### src/design/assert_macros.svh
// assertion macros for the deframer rtl
// no dependencies; simulation builds get the checks, synthesis gets empty bodies
`ifndef ASSERT_MACROS_SVH
`define ASSERT_MACROS_SVH

`ifndef SYNTHESIS

// condition implies consequence in the same cycle
`define ASSERT_SAME(label, clk, rst_n, cond, cons) \
    label: assert property (@(posedge clk) disable iff (!rst_n) (cond) |-> (cons)) \
        else $error("assertion failed");

// condition implies consequence in the next cycle
`define ASSERT_NEXT(label, clk, rst_n, cond, cons) \
    label: assert property (@(posedge clk) disable iff (!rst_n) (cond) |=> (cons)) \
        else $error("assertion failed");

`else

`define ASSERT_SAME(label, clk, rst_n, cond, cons)
`define ASSERT_NEXT(label, clk, rst_n, cond, cons)

`endif

`endif

### src/design/mhdr_pkg.sv
// shared types and constants of the magic header deframer
// no dependencies; used by magic_header_deframer_resync_unit
package mhdr_pkg;

    // largest payload length a header may announce
    localparam int MAX_PAYLOAD = 512;
    localparam int HDR_BYTES   = 8;
    localparam int FILL_W      = $clog2(HDR_BYTES);
    localparam int LEN_W       = $clog2(MAX_PAYLOAD + 1);

    // event codes of a result item
    typedef enum logic [2:0] {
        EV_HELD    = 3'd0,
        EV_RESYNC  = 3'd1,
        EV_PAYLOAD = 3'd2,
        EV_EMPTY   = 3'd3,
        EV_DISCARD = 3'd4,
        EV_IDLE    = 3'd5
    } event_t;

    // configuration register indexes
    typedef enum logic [1:0] {
        REG_MAGIC   = 2'd0,
        REG_VERSION = 2'd1,
        REG_TYPE_MIN = 2'd2,
        REG_TYPE_MAX = 2'd3
    } cfg_reg_t;

    // input item
    typedef struct packed {
        logic [7:0] data_byte;
        logic       clear;
    } byte_item_t;

    // result item
    typedef struct packed {
        event_t             event_res;
        logic [7:0]         frame_type;
        logic [7:0]         frame_flags;
        logic [15:0]        frame_seq;
        logic [LEN_W-1:0]   frame_length;
        logic [7:0]         payload_byte;
        logic               last;
        logic [15:0]        resync_count;
        logic [15:0]        frame_count;
    } res_item_t;

endpackage

### src/design/magic_header_deframer_resync_unit.sv
// A result appears in the result register in the cycle after its byte is accepted.
// Throughput: one byte per cycle unless an untaken result holds byte_ready low; header
// check, window shift and payload count share the combinational logic ahead of the result register.
// The result register is taken by res_ready in the same cycle a new byte enters.
// Reset (rst_n low, async): window empty, no payload, counters and latched fields zero,
// registers at magic 0, version 0, type range 0..255.
`include "assert_macros.svh"

module magic_header_deframer_resync_unit (
    input  logic                        clk,
    input  logic                        rst_n,
    // byte channel
    input  logic                        byte_valid,
    output logic                        byte_ready,
    input  mhdr_pkg::byte_item_t        byte_item,
    // result channel
    output logic                        res_valid,
    input  logic                        res_ready,
    output mhdr_pkg::res_item_t         res_item,
    // configuration channel
    input  logic                        cfg_valid,
    output logic                        cfg_ready,
    input  mhdr_pkg::cfg_reg_t          cfg_index,
    input  logic [7:0]                  cfg_data
);
    import mhdr_pkg::*;

    // configuration registers
    logic [7:0] magic_reg, version_reg, type_min_reg, type_max_reg;

    // deframer state
    logic [7:0]        win_reg [HDR_BYTES];
    logic [7:0]        win_next [HDR_BYTES];
    logic [FILL_W-1:0] fill_reg, fill_next;
    logic              in_payload_reg, in_payload_next;
    logic [7:0]        ltype_reg, ltype_next;
    logic [7:0]        lflags_reg, lflags_next;
    logic [15:0]       lseq_reg, lseq_next;
    logic [LEN_W-1:0]  llen_reg, llen_next;
    logic [LEN_W-1:0]  seen_reg, seen_next;
    logic [15:0]       resync_reg, resync_next;
    logic [15:0]       frames_reg, frames_next;

    // result register
    logic      res_valid_reg;
    res_item_t res_item_reg;
    res_item_t res_item_next;

    logic byte_accept;
    logic [LEN_W-1:0] seen_inc;
    logic [15:0]      hdr_len;
    logic             hdr_ok;
    event_t           ev;
    logic [7:0]       pbyte;
    logic             last;

    // handshakes
    assign byte_ready  = !res_valid_reg || res_ready;
    assign byte_accept = byte_valid && byte_ready;
    assign cfg_ready   = 1'b1;
    assign res_valid   = res_valid_reg;
    assign res_item    = res_item_reg;

    // header check on the window plus the incoming eighth byte
    assign hdr_len  = {byte_item.data_byte, win_reg[HDR_BYTES-2]};
    assign hdr_ok   = (win_reg[0] == magic_reg) && (win_reg[1] == version_reg)
                   && (win_reg[2] >= type_min_reg) && (win_reg[2] <= type_max_reg)
                   && (hdr_len <= 16'(MAX_PAYLOAD));
    assign seen_inc = seen_reg + LEN_W'(1);

    // next state and result for one byte
    always_comb
    begin
        win_next        = win_reg;
        fill_next       = fill_reg;
        in_payload_next = in_payload_reg;
        ltype_next      = ltype_reg;
        lflags_next     = lflags_reg;
        lseq_next       = lseq_reg;
        llen_next       = llen_reg;
        seen_next       = seen_reg;
        resync_next     = resync_reg;
        frames_next     = frames_reg;
        ev              = EV_HELD;
        pbyte           = 8'd0;
        last            = 1'b0;

        if (byte_item.clear)
        begin
            ev              = (in_payload_reg || fill_reg != '0) ? EV_DISCARD : EV_IDLE;
            fill_next       = '0;
            in_payload_next = 1'b0;
            seen_next       = '0;
        end
        else if (in_payload_reg)
        begin
            ev    = EV_PAYLOAD;
            pbyte = byte_item.data_byte;
            if (seen_inc >= llen_reg)
            begin
                last            = 1'b1;
                in_payload_next = 1'b0;
                seen_next       = '0;
                frames_next     = frames_reg + 16'd1;
            end
            else
            begin
                seen_next = seen_inc;
            end
        end
        else
        begin
            win_next[fill_reg] = byte_item.data_byte;
            if (fill_reg == FILL_W'(HDR_BYTES - 1))
            begin
                if (hdr_ok)
                begin
                    ltype_next  = win_reg[2];
                    lflags_next = win_reg[3];
                    lseq_next   = {win_reg[5], win_reg[4]};
                    llen_next   = hdr_len[LEN_W-1:0];
                    fill_next   = '0;
                    seen_next   = '0;
                    if (hdr_len == 16'd0)
                    begin
                        ev          = EV_EMPTY;
                        last        = 1'b1;
                        frames_next = frames_reg + 16'd1;
                    end
                    else
                    begin
                        in_payload_next = 1'b1;
                    end
                end
                else
                begin
                    // drop the oldest byte and slide the window down
                    for (int i = 0; i < HDR_BYTES - 2; i++)
                    begin
                        win_next[i] = win_reg[i+1];
                    end
                    win_next[HDR_BYTES-2] = byte_item.data_byte;
                    fill_next   = FILL_W'(HDR_BYTES - 1);
                    resync_next = resync_reg + 16'd1;
                    ev          = EV_RESYNC;
                end
            end
            else
            begin
                fill_next = fill_reg + FILL_W'(1);
            end
        end

        res_item_next.event_res    = ev;
        res_item_next.frame_type   = ltype_next;
        res_item_next.frame_flags  = lflags_next;
        res_item_next.frame_seq    = lseq_next;
        res_item_next.frame_length = llen_next;
        res_item_next.payload_byte = pbyte;
        res_item_next.last         = last;
        res_item_next.resync_count = resync_next;
        res_item_next.frame_count  = frames_next;
    end

    // configuration writes
    always_ff @(posedge clk or negedge rst_n)
    begin
        if (!rst_n)
        begin
            magic_reg    <= 8'd0;
            version_reg  <= 8'd0;
            type_min_reg <= 8'd0;
            type_max_reg <= 8'd255;
        end
        else if (cfg_valid && cfg_ready)
        begin
            unique case (cfg_index)
                REG_MAGIC:    magic_reg    <= cfg_data;
                REG_VERSION:  version_reg  <= cfg_data;
                REG_TYPE_MIN: type_min_reg <= cfg_data;
                REG_TYPE_MAX: type_max_reg <= cfg_data;
                default:      magic_reg    <= magic_reg;
            endcase
        end
    end

    // control state and counters
    always_ff @(posedge clk or negedge rst_n)
    begin
        if (!rst_n)
        begin
            fill_reg       <= '0;
            in_payload_reg <= 1'b0;
            ltype_reg      <= 8'd0;
            lflags_reg     <= 8'd0;
            lseq_reg       <= 16'd0;
            llen_reg       <= '0;
            seen_reg       <= '0;
            resync_reg     <= 16'd0;
            frames_reg     <= 16'd0;
        end
        else if (byte_accept)
        begin
            fill_reg       <= fill_next;
            in_payload_reg <= in_payload_next;
            ltype_reg      <= ltype_next;
            lflags_reg     <= lflags_next;
            lseq_reg       <= lseq_next;
            llen_reg       <= llen_next;
            seen_reg       <= seen_next;
            resync_reg     <= resync_next;
            frames_reg     <= frames_next;
        end
    end

    // header window, entries above the fill level are don't care
    always_ff @(posedge clk)
    begin
        if (byte_accept)
        begin
            win_reg <= win_next;
        end
    end

    // result register valid
    always_ff @(posedge clk or negedge rst_n)
    begin
        if (!rst_n)
        begin
            res_valid_reg <= 1'b0;
        end
        else if (byte_accept)
        begin
            res_valid_reg <= 1'b1;
        end
        else if (res_ready)
        begin
            res_valid_reg <= 1'b0;
        end
    end

    // result register payload
    always_ff @(posedge clk)
    begin
        if (byte_accept)
        begin
            res_item_reg <= res_item_next;
        end
    end

    // checks
    `ASSERT_SAME(a_payload_empty_window, clk, rst_n, in_payload_reg, fill_reg == '0)
    `ASSERT_SAME(a_seen_below_length, clk, rst_n, in_payload_reg, seen_reg < llen_reg)
    `ASSERT_NEXT(a_clear_resets, clk, rst_n, byte_accept && byte_item.clear, !in_payload_reg && fill_reg == '0)
    `ASSERT_SAME(a_last_event, clk, rst_n, res_valid_reg && res_item_reg.last, res_item_reg.event_res == EV_PAYLOAD || res_item_reg.event_res == EV_EMPTY)

endmodule

### config.mk
export PLATFORM = sky130hd
export DESIGN_NAME = magic_header_deframer_resync_unit
export DESIGN_NICKNAME = d
export VERILOG_FILES = /design/src/design/mhdr_pkg.sv /design/src/design/magic_header_deframer_resync_unit.sv
export VERILOG_INCLUDE_DIRS = /design/src /design/src/design
export SDC_FILE = /design/constraint.sdc
export NUM_CORES = 1
export LEC_CHECK = 0
export BUFFER_PORTS_ARGS = -buffer_cell sky130_fd_sc_hd__buf_2
export CAP_MARGIN = 20
export CORE_MARGIN = 10
export CORE_UTILIZATION = 58
export CTS_CLUSTER_SIZE = 24
export DETAILED_ROUTE_END_ITERATION = 10
export GPL_ROUTABILITY_DRIVEN = 0
export HOLD_SLACK_MARGIN = 0.1
export PLACE_DENSITY = 0.81
export SKIP_LAST_GASP = 1
export SYNTH_ARGS = -nofsm -noshare
export SYNTH_HDL_FRONTEND = slang
export SYNTH_SLANG_ARGS = --single-unit
### constraint.sdc
create_clock -name clk -period 6.4 [get_ports clk]
set_input_delay 1.28 -clock clk [delete_from_list [all_inputs] [get_ports clk]]
set_output_delay 1.28 -clock clk [all_outputs]
set_load 0.03 [all_outputs]
== Yosys cells after proc, flatten, opt, wreduce, memory -nomap -nowiden ==
Cells that the tools add are included.

* Register bits: 271
* Latch bits: 0
* Bits in writable memories: 0
* Bits in read-only memories: 0
* Input bits: 24
* Output and inout port bits: 89
* Logic and storage cells: 133
* Memories kept: 0

* $add $sub $neg: 4
* $mul: 0
* Div/mod/pow operators: 0
* Magnitude comparators: 6
* Equal/unequal tests: 7
* Shift-type cells: 0
* Mux-type cells: 59
* Bitwise gates (word level): 3
* Reduce and logical (&&, ||, !) cells: 23

{| class="wikitable"
|+ Operators with widths
! cell !! count
|-
| 2-to-1 mux 16 bit || 14
|-
| 2-to-1 mux 56 bit || 2
|-
| 2-to-1 mux 10 bit || 9
|-
| 2-to-1 mux 8 bit || 9
|-
| bitwise mux 64 bit || 1
|-
| adder 16 x 1 -> 16 bit (second input constant) || 2
|-
| demux 8 bit (select 3 bit) || 1
|-
| 2-to-1 mux 3 bit || 8
|-
| equality test 8 bit || 2
|-
| <= comparator 16 x 10 -> 1 bit (second input constant) || 1
|-
| logical NOT 16 bit || 1
|-
| 2-to-1 mux 1 bit || 14
|-
| adder 10 x 1 -> 10 bit (second input constant) || 1
|-
| greater-or-equal comparator 10 bit || 1
|-
| AND reduction 2 bit || 5
|-
| nonzero test 3 bit || 3
|-
| greater-or-equal comparator 8 bit || 1
|-
| <= comparator 8 bit || 1
|-
| logical AND 1 bit || 6
|-
| AND reduction 3 bit || 2
|-
| equality test 2 bit (second input constant) || 2
|-
| greater-or-equal comparator 4 bit (second input constant) || 1
|-
| less-than comparator 4 x 1 -> 1 bit (second input constant) || 1
|-
| inverter 3 -> 4 bit || 1
|-
| other kinds (11) || 13
|}

== Longest topological paths before layout ==
Gate-level depths: netlist of the first run.

* Depth after elaboration: 9
* Gate-level depth with buffers: 14
* Gate-level depth less buffers: 13

== Worst setup path before layout of the first run ==
OpenSTA, ideal clock, no wires.

* Path kind: input to register
* From: input res_ready
* To: register fill_reg[2]
* Arrival time: 6.395 ns
* Required time: 6.334 ns
* Path slack: -0.061 ns
* Cell stages on the path: 6
* Cells stage by stage: nand2b_1 -> nand2_1 -> clkbuf_1 -> nor3_1 -> o21a_1 -> a22o_1

* Word-level cells in the longest chain between the ends: 3

{| class="wikitable"
|+ RTL lines
! element !! RTL line !! text
|-
| start, declared || magic_header_deframer_resync_unit.sv:18 || <nowiki>input logic res_ready,</nowiki>
|-
| logical OR 1 bit || magic_header_deframer_resync_unit.sv:58 || <nowiki>assign byte_ready = !res_valid_reg || res_ready;</nowiki>
|-
| logical AND 1 bit || magic_header_deframer_resync_unit.sv:59 || <nowiki>assign byte_accept = byte_valid && byte_ready;</nowiki>
|-
| AND reduction 2 bit (no source line) || -- ||
|-
| end signal, assigned || magic_header_deframer_resync_unit.sv:204 || <nowiki>fill_reg <= fill_next;</nowiki>
|-
| end, declared || magic_header_deframer_resync_unit.sv:34 || <nowiki>logic [FILL_W-1:0] fill_reg, fill_next;</nowiki>
|}

No other way between the ends.
A chain may end at the register's enable or synchronous reset.

== Worst setup path after layout of the first run ==
* From: input byte_item[5] in the netlist's numbering
* To: register res_item_reg (netlist bit res_item[51]), data pin

* Word-level cells in the longest chain between the ends: 6

{| class="wikitable"
|+ RTL lines
! element !! RTL line !! text
|-
| start, declared || magic_header_deframer_resync_unit.sv:15 || <nowiki>input mhdr_pkg::byte_item_t byte_item,</nowiki>
|-
| <= comparator 16 x 10 -> 1 bit || magic_header_deframer_resync_unit.sv:68 || <nowiki>&& (hdr_len <= 16'(MAX_PAYLOAD));</nowiki>
|-
| logical AND 1 bit || magic_header_deframer_resync_unit.sv:68 ||
|-
| 2-to-1 mux 16 bit || magic_header_deframer_resync_unit.sv:116 || <nowiki>if (hdr_ok)</nowiki>
|-
| 2-to-1 mux 16 bit || magic_header_deframer_resync_unit.sv:114 || <nowiki>if (fill_reg == FILL_W'(HDR_BYTES - 1))</nowiki>
|-
| 2-to-1 mux 16 bit || magic_header_deframer_resync_unit.sv:95 || <nowiki>else if (in_payload_reg)</nowiki>
|-
| 2-to-1 mux 16 bit || magic_header_deframer_resync_unit.sv:88 || <nowiki>if (byte_item.clear)</nowiki>
|-
| named net lseq_next[0] || magic_header_deframer_resync_unit.sv:38 || <nowiki>logic [15:0] lseq_reg, lseq_next;</nowiki>
|-
| end signal, assigned || magic_header_deframer_resync_unit.sv:247 || <nowiki>res_item_reg <= res_item_next;</nowiki>
|-
| end, declared || magic_header_deframer_resync_unit.sv:46 || <nowiki>res_item_t res_item_reg;</nowiki>
|}

The timed path passes the listed nets, and every way through them passes these cells.

==> impl_metrics.tcl, run 1 <==
set metrics [dict create \
    rows 53 \
    rrSetupSlack_ns 2.68 \
    cts-root-buf "clkbuf_16" \
    worst_r2r_startpoint "win_reg[46]" \
    timing.fmax_ghz 0.238 \
    slew_headroom 0.360 \
    tightest_slew_ns 0.961 \
    insertedDiodeCount 0 \
    setup_violations 0 \
    first_global_vias 8157 \
    ys_ff_latch 263 \
    synth_fp_nets 1045 \
    synthArstFlopShare 0.460 \
    synth_area_leaders "edfxtp_1 34%, dfrtp_1 22%, mux2_1 8.1%" \
    drt_iter0_markers 559 \
    clkTransAtPathRegs_ns 0.06 \
    synth_cells 989 \
    core_um2 21200 \
    grt_antenna_before_repair 1 \
    setup_ws_ns 2.19 \
    final_common_cell "edfxtp_1" \
    fin_nets 1148 \
    hold_viol_final 0 \
    ys.warnings.count 0 \
    critical_path.startpoint "byte_item[5]" \
    grt_max_degree 98 \
    worst-path-stages 9 \
    slowest_delay_ns 0.59 \
    grt-ovfl-total 0 \
    crit_type "primary input to register" \
    vias_per_cell 5.82 \
    cts_buffers 28 \
    cap_violations 0 \
    ys.flop_type "edfxtp_1" \
    clk-insertion-delay-late_ns 0.54 \
    timing.hold.ws_ns 0.485 \
    synth_cell_types 56 \
    finalPower_w 0.00387 \
    run_status "complete, no violations" \
    setup.worst_path.end "res_item[51]" \
    final_antenna_net_count 0 \
    cts_setup_buffers 0 \
    syn_avg_cell_area_um2 12.8 \
    num_vias 8080 \
    drive_above_1_share 0.201 \
    cts_sinks 263 \
    cp_num_buf_inv 2 \
    ioPinCount 113 \
    grt_pass1_wl_um 45000 \
    post-place-ws_ns 1.64 \
    finClkSkew_ns 0.0132 \
    portBuffers 111 \
    fp.dieW_um 168 \
    leakagePower_nw 6.41 \
    synth_edf_count 142 \
    totalWireLength_um 28000 \
    chipHeight_um 168 \
    worstRegToRegCells 8 \
    power.density_nw_per_um2 270 \
    track_usage 0.194 \
    syn_to_final_growth_pct 13.0 \
    crit_chain "buf_2 > or4_1 > or4_4 > nor3_4 > nand3_2 > nor2_4 > nand2_2 > buf_4 > mux2_1" \
    cp.arrival_ns 4.49 \
    htreeDepth 1 \
    ys_seq_area_frac 0.577 \
    r2r_end "res_item[51]" \
    n_fill_cell 1515 \
    largest_reg_flops 86 \
    dieArea_um2 28100 \
    drv_slew 0 \
    cts-hold-fix-buffers 0 \
    rsz0062_at_grt "no" \
    cp_data_required_time_ns 6.68 \
    first_pass_iters 5 \
    drc 0 \
    cp_slowest_cell "or4_1" \
    path_delay_family "simple AND/OR/NAND/NOR gates" \
    ir_drop_mv 0.231 \
    netlist.area_leader.share 0.337 \
    cts_tree "done" \
    wl_per_cell_um 20.1 \
    start_kind "primary input" \
    finalCritPeriodShare 0.658 \
    cts_resized 0 \
    floorplan.initialDensity 0.597 \
    cp-end-kind "register" \
    finalSetupTns_ns 0 \
    period_needed_ns 4.21 \
    post-synth-top-area-cell "edfxtp_1" \
    syn_area_um2 12700 \
    dp_hpwl_um 18700 \
    layout.cells.most_common_list "142 x edfxtp_1, 113 x dfrtp_1, 110 x buf_2, 91 x mux2_1, 67 x nor2_1" \
    path_max_fanout 42 \
    hold_path_class "register to register" \
    clockBufferDepth 3 \
]
==> power breakdown <==
part,total (W),switching [W],internal [W]
clock network,0.00152,0.000652,0.000865
logic,0.000394,0.000236,0.000158
registers,0.00196,0.0000644,0.00189
total,0.00387,0.000952,0.00292
==> stage by stage <==
stage / utilization / std cells / cell area, um2
global route: 0.674 / 1388 / 14300
CTS: 0.673 / 1387 / 14300
global placement: 0.632 / 1336 / 13400
finish: 0.674 / 1388 / 14300
floorplan: - / 989 / 12700
detailed placement: 0.632 / 1336 / 13400
==> routing by layer <==
metal / vias up / part of all wire / wire length (um) / GRT usage
li1: 3802 / - / - / -
met2: 243 / 0.49 / 13800 / 0.322
met3: 46 / 0.067 / 1880 / 0.0379
met4: 2 / 0.017 / 466 / 0.0450
met1: 3987 / 0.42 / 11800 / 0.258
met5: - / 0.00039 / 11 / 0
==> kinds of logic after synthesis <==
group | synth area share
AND/OR/NAND/NOR | 0.0883
buffers and inverters | 0.0297
other | 0.000296
AO/OA/AOI/OAI | 0.0634
flip-flops | 0.577
multiplexers | 0.152
adder cells (fa/ha/maj) | 0.0316
XOR/XNOR | 0.0581
==> Yosys cell counts, types with 4 or more instances <==
| library cell | instances |
|---|---|
| edfxtp_1 | 142 |
| dfrtp_1 | 113 |
| mux2_1 | 91 |
| nor2_1 | 67 |
| a21oi_1 | 59 |
| xnor2_1 | 50 |
| mux2i_1 | 48 |
| mux2_2 | 37 |
| nand2_1 | 37 |
| xor2_1 | 34 |
| ha_1 | 32 |
| inv_1 | 32 |
| nor3_1 | 25 |
| clkbuf_1 | 24 |
| buf_2 | 18 |
| nand3_1 | 17 |
| o21ai_1 | 16 |
| o21ai_0 | 14 |
| o211ai_1 | 13 |
| nor4_1 | 12 |
| and3_1 | 11 |
| and2_1 | 9 |
| dfstp_2 | 8 |
| nand4_1 | 7 |
| o21a_1 | 6 |
| buf_6 | 5 |
| nand2b_1 | 5 |
| a21o_1 | 4 |
| a22o_1 | 4 |
| and4_1 | 4 |
| nand3b_1 | 4 |
==> area by class of cell <==
class                      count  area [um2]  area share
tap                          275         344      0.0241
clock inverter                16         113     0.00787
sequential                   263        7300       0.511
clock buffer                  35         747      0.0522
timing repair buffer         124         676      0.0472
multi-input combinational    643        5000       0.350
inverter                      32         121     0.00849
==> worst min path at each step <==
stage	depth (start not counted)	start	endpoint
global route	1	frames_reg[15]	frames_reg[15]
floorplan	1	lflags_reg[7]	lflags_reg[7]
detailed placement	1	lseq_reg[12]	lseq_reg[12]
CTS	1	resync_reg[15]	resync_reg[15]
global placement	1	lflags_reg[7]	lflags_reg[7]
finish	1	lseq_reg[12]	lseq_reg[12]
(Power assumes the default switching activity.)
==> inputs of run 2 (changes only) <==
- CORE_UTILIZATION: 58 -> 54
- PLACE_DENSITY: 0.81 -> 0.79
- clock period: 6.4 -> 3.5 ns (I/O delays scaled with it)
==> impl_metrics.tcl, run 2 (synthesis results as in run 1) <==
set metrics [dict create \
    run_status "complete, no violations" \
    period_needed_ns 3.29 \
    finalSetupTns_ns 0 \
    cp_data_required_time_ns 3.78 \
    timing.fmax_ghz 0.304 \
    dp_hpwl_um 19400 \
    dieArea_um2 30000 \
    cts_buffers 28 \
    cts-hold-fix-buffers 0 \
    grt-ovfl-total 0 \
    hold_path_class "primary input to asynchronous set/reset pin" \
    drv_slew 0 \
    largest_reg_flops 86 \
    vias_per_cell 5.66 \
    post-place-ws_ns 0.00523 \
    slew_headroom 0.424 \
    clkTransAtPathRegs_ns 0.06 \
    grt_max_degree 62 \
    floorplan.initialDensity 0.554 \
    totalWireLength_um 28000 \
    cts-root-buf "clkbuf_16" \
    grt_antenna_before_repair 0 \
    rrSetupSlack_ns 0.21 \
    final_antenna_net_count 0 \
    leakagePower_nw 6.63 \
    rsz0062_at_grt "no" \
    r2r_end "res_item[0]" \
    drive_above_1_share 0.222 \
    cp-end-kind "register" \
    setup_ws_ns 0.209 \
    ioPinCount 113 \
    clk-insertion-delay-late_ns 0.54 \
    grt_pass1_wl_um 45500 \
    num_vias 8234 \
    first_pass_iters 4 \
    utilization 0.647 \
    syn_to_final_growth_pct 16.7 \
    power.density_nw_per_um2 504 \
    htreeDepth 1 \
    finClkSkew_ns 0.0118 \
    cp.arrival_ns 3.57 \
    first_global_vias 8340 \
    layout.cells.most_common_list "142 x edfxtp_1, 113 x dfrtp_1, 110 x buf_2, 91 x mux2_1, 67 x nor2_1" \
    rows 55 \
    cap_violations 0 \
    setup_violations 0 \
    path_max_fanout 5 \
    portBuffers 111 \
    worstRegToRegCells 13 \
    finalCritPeriodShare 0.940 \
    wl_per_cell_um 19.2 \
    drc 0 \
    worst_r2r_startpoint "seen_reg[0]" \
    clockBufferDepth 3 \
    core_um2 22800 \
    fin_nets 1176 \
    critical_path.startpoint "seen_reg[0]" \
    cts_sinks 263 \
    crit_type "register to register" \
    track_usage 0.182 \
    final_common_cell "edfxtp_1" \
    insertedDiodeCount 0 \
    start_kind "register" \
    chipHeight_um 173 \
    ir_drop_mv 0.356 \
    drt_iter0_markers 537 \
    tightest_slew_ns 0.864 \
    cts_tree "done" \
    hold_viol_final 0 \
    fp.dieW_um 173 \
]
run 2: area by class of cell:
class | count | area (um2)
multi-input combinational | 643 | 5000
fill | 1714 | 8070
sequential | 263 | 7300
inverter | 32 | 124
clock inverter | 16 | 204
timing repair buffer | 152 | 966
tap | 313 | 392
clock buffer | 36 | 782
run 2: through the flow:
step / area (um2) / total power [W] / hold slack [ns] / std cells
finish: 14800 / 0.00744 / 0.270 / 1455
global route: 14800 / 0.00769 / 0.323 / 1455
CTS: 14800 / 0.00750 / 0.305 / 1455
detailed placement: 13800 / 0.00437 / 0.478 / 1403
global placement: 13800 / 0.00434 / 0.468 / 1403
floorplan: 12700 / 0.00410 / 0.404 / 989
run 2: worst max path at each step:
stage / to / cells after the start
floorplan: frames_reg[1] / 7
global placement: hdr_len[3] / 9
detailed placement: res_item[8] / 9
CTS: res_item[0] / 11
global route: res_item[9] / 13
finish: res_item[0] / 13
run 2: where the power goes:
| part | internal (W) | switching, W | total [W] |
|---|---|---|---|
| Sequential | 0.00346 | 0.000116 | 0.00358 |
| Combinational | 0.000301 | 0.000434 | 0.000735 |
| Clock | 0.00194 | 0.00120 | 0.00313 |
| Total | 0.00570 | 0.00175 | 0.00744 |
run 2: worst max-delay path: stages (launching register included):
cell,delay (ns)
dfrtp_1,0.44
ha_1,0.23
nand3_1,0.17
inv_1,0.09
nand3_1,0.15
nor2_1,0.16
xor2_1,0.11
ha_1,0.21
a2111oi_1,0.59
and2_1,0.26
nor2_1,0.09
or2_1,0.26
buf_4,0.15
xor2_1,0.14
run 2: routing by layer:
layer	share of wire	wire length (um)	global-route usage
met5	0	0	0
met4	0.013	359	0.0377
met3	0.065	1830	0.0377
met2	0.49	13600	0.306
met1	0.43	12100	0.239
run 2: repair_timing:
action	in CTS	in global routing
gates resized for setup	0	1
setup endpoints to repair	0	6
buffers inserted	0	0
==> inputs of run 3 (changes only) <==
- ABC_AREA: default -> 1
==> impl_metrics.tcl, run 3 <==
set metrics [dict create \
    run_status "complete, no violations" \
    fin_nets 1738 \
    ys.flop_type "edfxtp_1" \
    wl_per_cell_um 16.1 \
    synth_cells 1578 \
    cts_sinks 263 \
    grt-ovfl-total 0 \
    netlist.area_leader.share 0.317 \
    rsz0062_at_grt "no" \
    synth_cell_types 42 \
    clkTransAtPathRegs_ns 0.06 \
    cp_data_required_time_ns 3.81 \
    htreeDepth 1 \
    ioPinCount 113 \
    grt_max_degree 97 \
    period_needed_ns 3.18 \
    grt_pass1_wl_um 53600 \
    drc 0 \
    cp-end-kind "register" \
    finalCritPeriodShare 0.909 \
    core_um2 24400 \
    timing.hold.ws_ns 0.107 \
    worstRegToRegCells 15 \
    portBuffers 111 \
    cts_buffers 29 \
    chipHeight_um 178 \
    cts_tree "done" \
    tightest_slew_ns 0.814 \
    rows 57 \
    layout.cells.most_common_list "543 x nand2_1, 186 x inv_1, 171 x o21ai_0, 142 x edfxtp_1, 113 x dfrtp_1" \
    wl_met3_um 2810 \
    drive_above_1_share 0.126 \
    ys_seq_area_frac 0.543 \
    crit_type "register to register" \
    drt_iter0_markers 1262 \
    n_fill_cell 2036 \
    wl_met1_um 14100 \
    first_pass_iters 6 \
    yosys.cell_count.top_type "nand2_1" \
    synthArstFlopShare 0.460 \
    syn_area_um2 13400 \
    cts-root-buf "clkbuf_16" \
    finalPower_w 0.00859 \
    hold_viol_final 0 \
    ir_drop_mv 0.424 \
    ys.warnings.count 0 \
    clockBufferDepth 3 \
    largest_reg_flops 86 \
    final_antenna_net_count 0 \
    track_usage 0.205 \
    finalSetupTns_ns 0 \
    hold_path_class "primary input to asynchronous set/reset pin" \
    first_global_vias 10500 \
    synth_edf_count 142 \
    utilization 0.628 \
    synth_area_leaders "edfxtp_1 32%, dfrtp_1 21%, nand2_1 15%" \
    synth_common_cells "544 x nand2_1, 186 x inv_1, 171 x o21ai_0" \
    wl_met2_um 15100 \
    dieArea_um2 31600 \
    slew_headroom 0.454 \
    leakagePower_nw 7.39 \
    drv_slew 0 \
    path_max_fanout 11 \
    post-synth-top-area-cell "edfxtp_1" \
    start_kind "register" \
    cap_violations 0 \
    synth_fp_nets 1634 \
    top_layer "met4" \
    floorplan.initialDensity 0.551 \
    timing.fmax_ghz 0.314 \
    power.density_nw_per_um2 561 \
    cp.arrival_ns 3.49 \
    ys_ff_latch 263 \
    vias_per_cell 5.42 \
    num_vias 11000 \
    fp.dieW_um 178 \
    totalWireLength_um 32700 \
    final_common_cell "nand2_1" \
    grt_antenna_before_repair 1 \
    dp_hpwl_um 22300 \
    clk-insertion-delay-late_ns 0.57 \
    setup_violations 0 \
    syn_to_final_growth_pct 14.0 \
    syn_avg_cell_area_um2 8.52 \
    finClkSkew_ns 0.0132 \
]
==> run 3: cell types whose count changed in the layout (fill, tap and decap cells not counted), sizes merged, moves of 20 or more <==
cell / change
xnor2: -46
mux2: -128
a21oi: -46
nor3: -20
o21a: +27
nand4: +25
nor2: +22
mux2i: -48
nand3: +49
nand2: +508
o21ai: +160
inv: +163
==> run 3: critical path: stages (launching register included) <==
cell	delay [ns]
dfrtp_1	0.40
inv_1	0.07
or4_1	0.55
xor2_1	0.19
inv_1	0.06
ha_1	0.29
nand2_1	0.08
nor4_1	0.31
nand3_1	0.17
nand3_2	0.26
buf_4	0.20
nand2_1	0.05
nand3_1	0.07
o21ai_0	0.09
inv_1	0.08
nand2_1	0.06
==> run 3: metrics by stage <==
stage	area, um2	std cells	worst slack (ns)
2_1_floorplan	13400	1578	0.205
3_3_place_gp	14300	1973	0.376
3_5_place_dp	14300	1973	0.165
4_1_cts	15300	2026	0.113
5_1_grt	15300	2028	0.0355
6_report	15300	2029	0.319
==> run 3: cell families after synthesis <==
| family | after synthesis | synth area share |
|---|---|---|
| xor+xnor | 27 | 0.0176 |
| flops | 263 | 0.543 |
| compound gates | 247 | 0.102 |
| buf+inv | 252 | 0.0750 |
| simple gates | 756 | 0.232 |
| other cells | 1 | 0.000279 |
| fa+ha+maj | 32 | 0.0298 |
==> run 3: layer usage <==
metal / track usage / vias to the layer above
met5: 0 / -
met4: 0.0552 / 0
met3: 0.0391 / 62
met2: 0.326 / 393
met1: 0.283 / 5211
li1: - / 5331
==> run 3: report_power, final <==
group	switching, W	internal [W]
sequential	0.000228	0.00367
clock	0.00126	0.00182
combinational	0.00112	0.000502
==> run 3: what timing repair did <==
item	CTS	global route
endpoints found under the hold margin	0	0
hold buffers	0	0
buffers inserted	0	1
endpoints found under the setup margin	0	31
resized for setup	0	1
==> run 3: layout make-up <==
| class | instances | area (um2) | share of cell area |
|---|---|---|---|
| Antenna cell | 1 | 2.50 | 0.000163 |
| Clock buffer | 39 | 793 | 0.0518 |
| Clock inverter | 14 | 166 | 0.0109 |
| Inverter | 192 | 726 | 0.0474 |
| Multi-Input combinational cell | 1063 | 5140 | 0.336 |
| Sequential cell | 263 | 7300 | 0.476 |
| Tap cell | 324 | 405 | 0.0265 |
| Timing Repair Buffer | 133 | 786 | 0.0513 |
==> run 3: worst paths after layout <==
| check | from | endpoint | slack [ns] |
|---|---|---|---|
| max | seen_reg[4] | res_item[4] | 0.32 |
| min | rst_n | type_min_reg[3] | 0.11 |
| max reg2reg | seen_reg[4] | res_item[4] | 0.32 |
| min reg2reg | ltype_reg[0] | ltype_reg[0] | 0.48 |
| max in group asynchronous | rst_n | seen_reg[0] | 2.51 |
| min in group clk | cfg_data[5] | type_max_reg[5] | 0.45 |
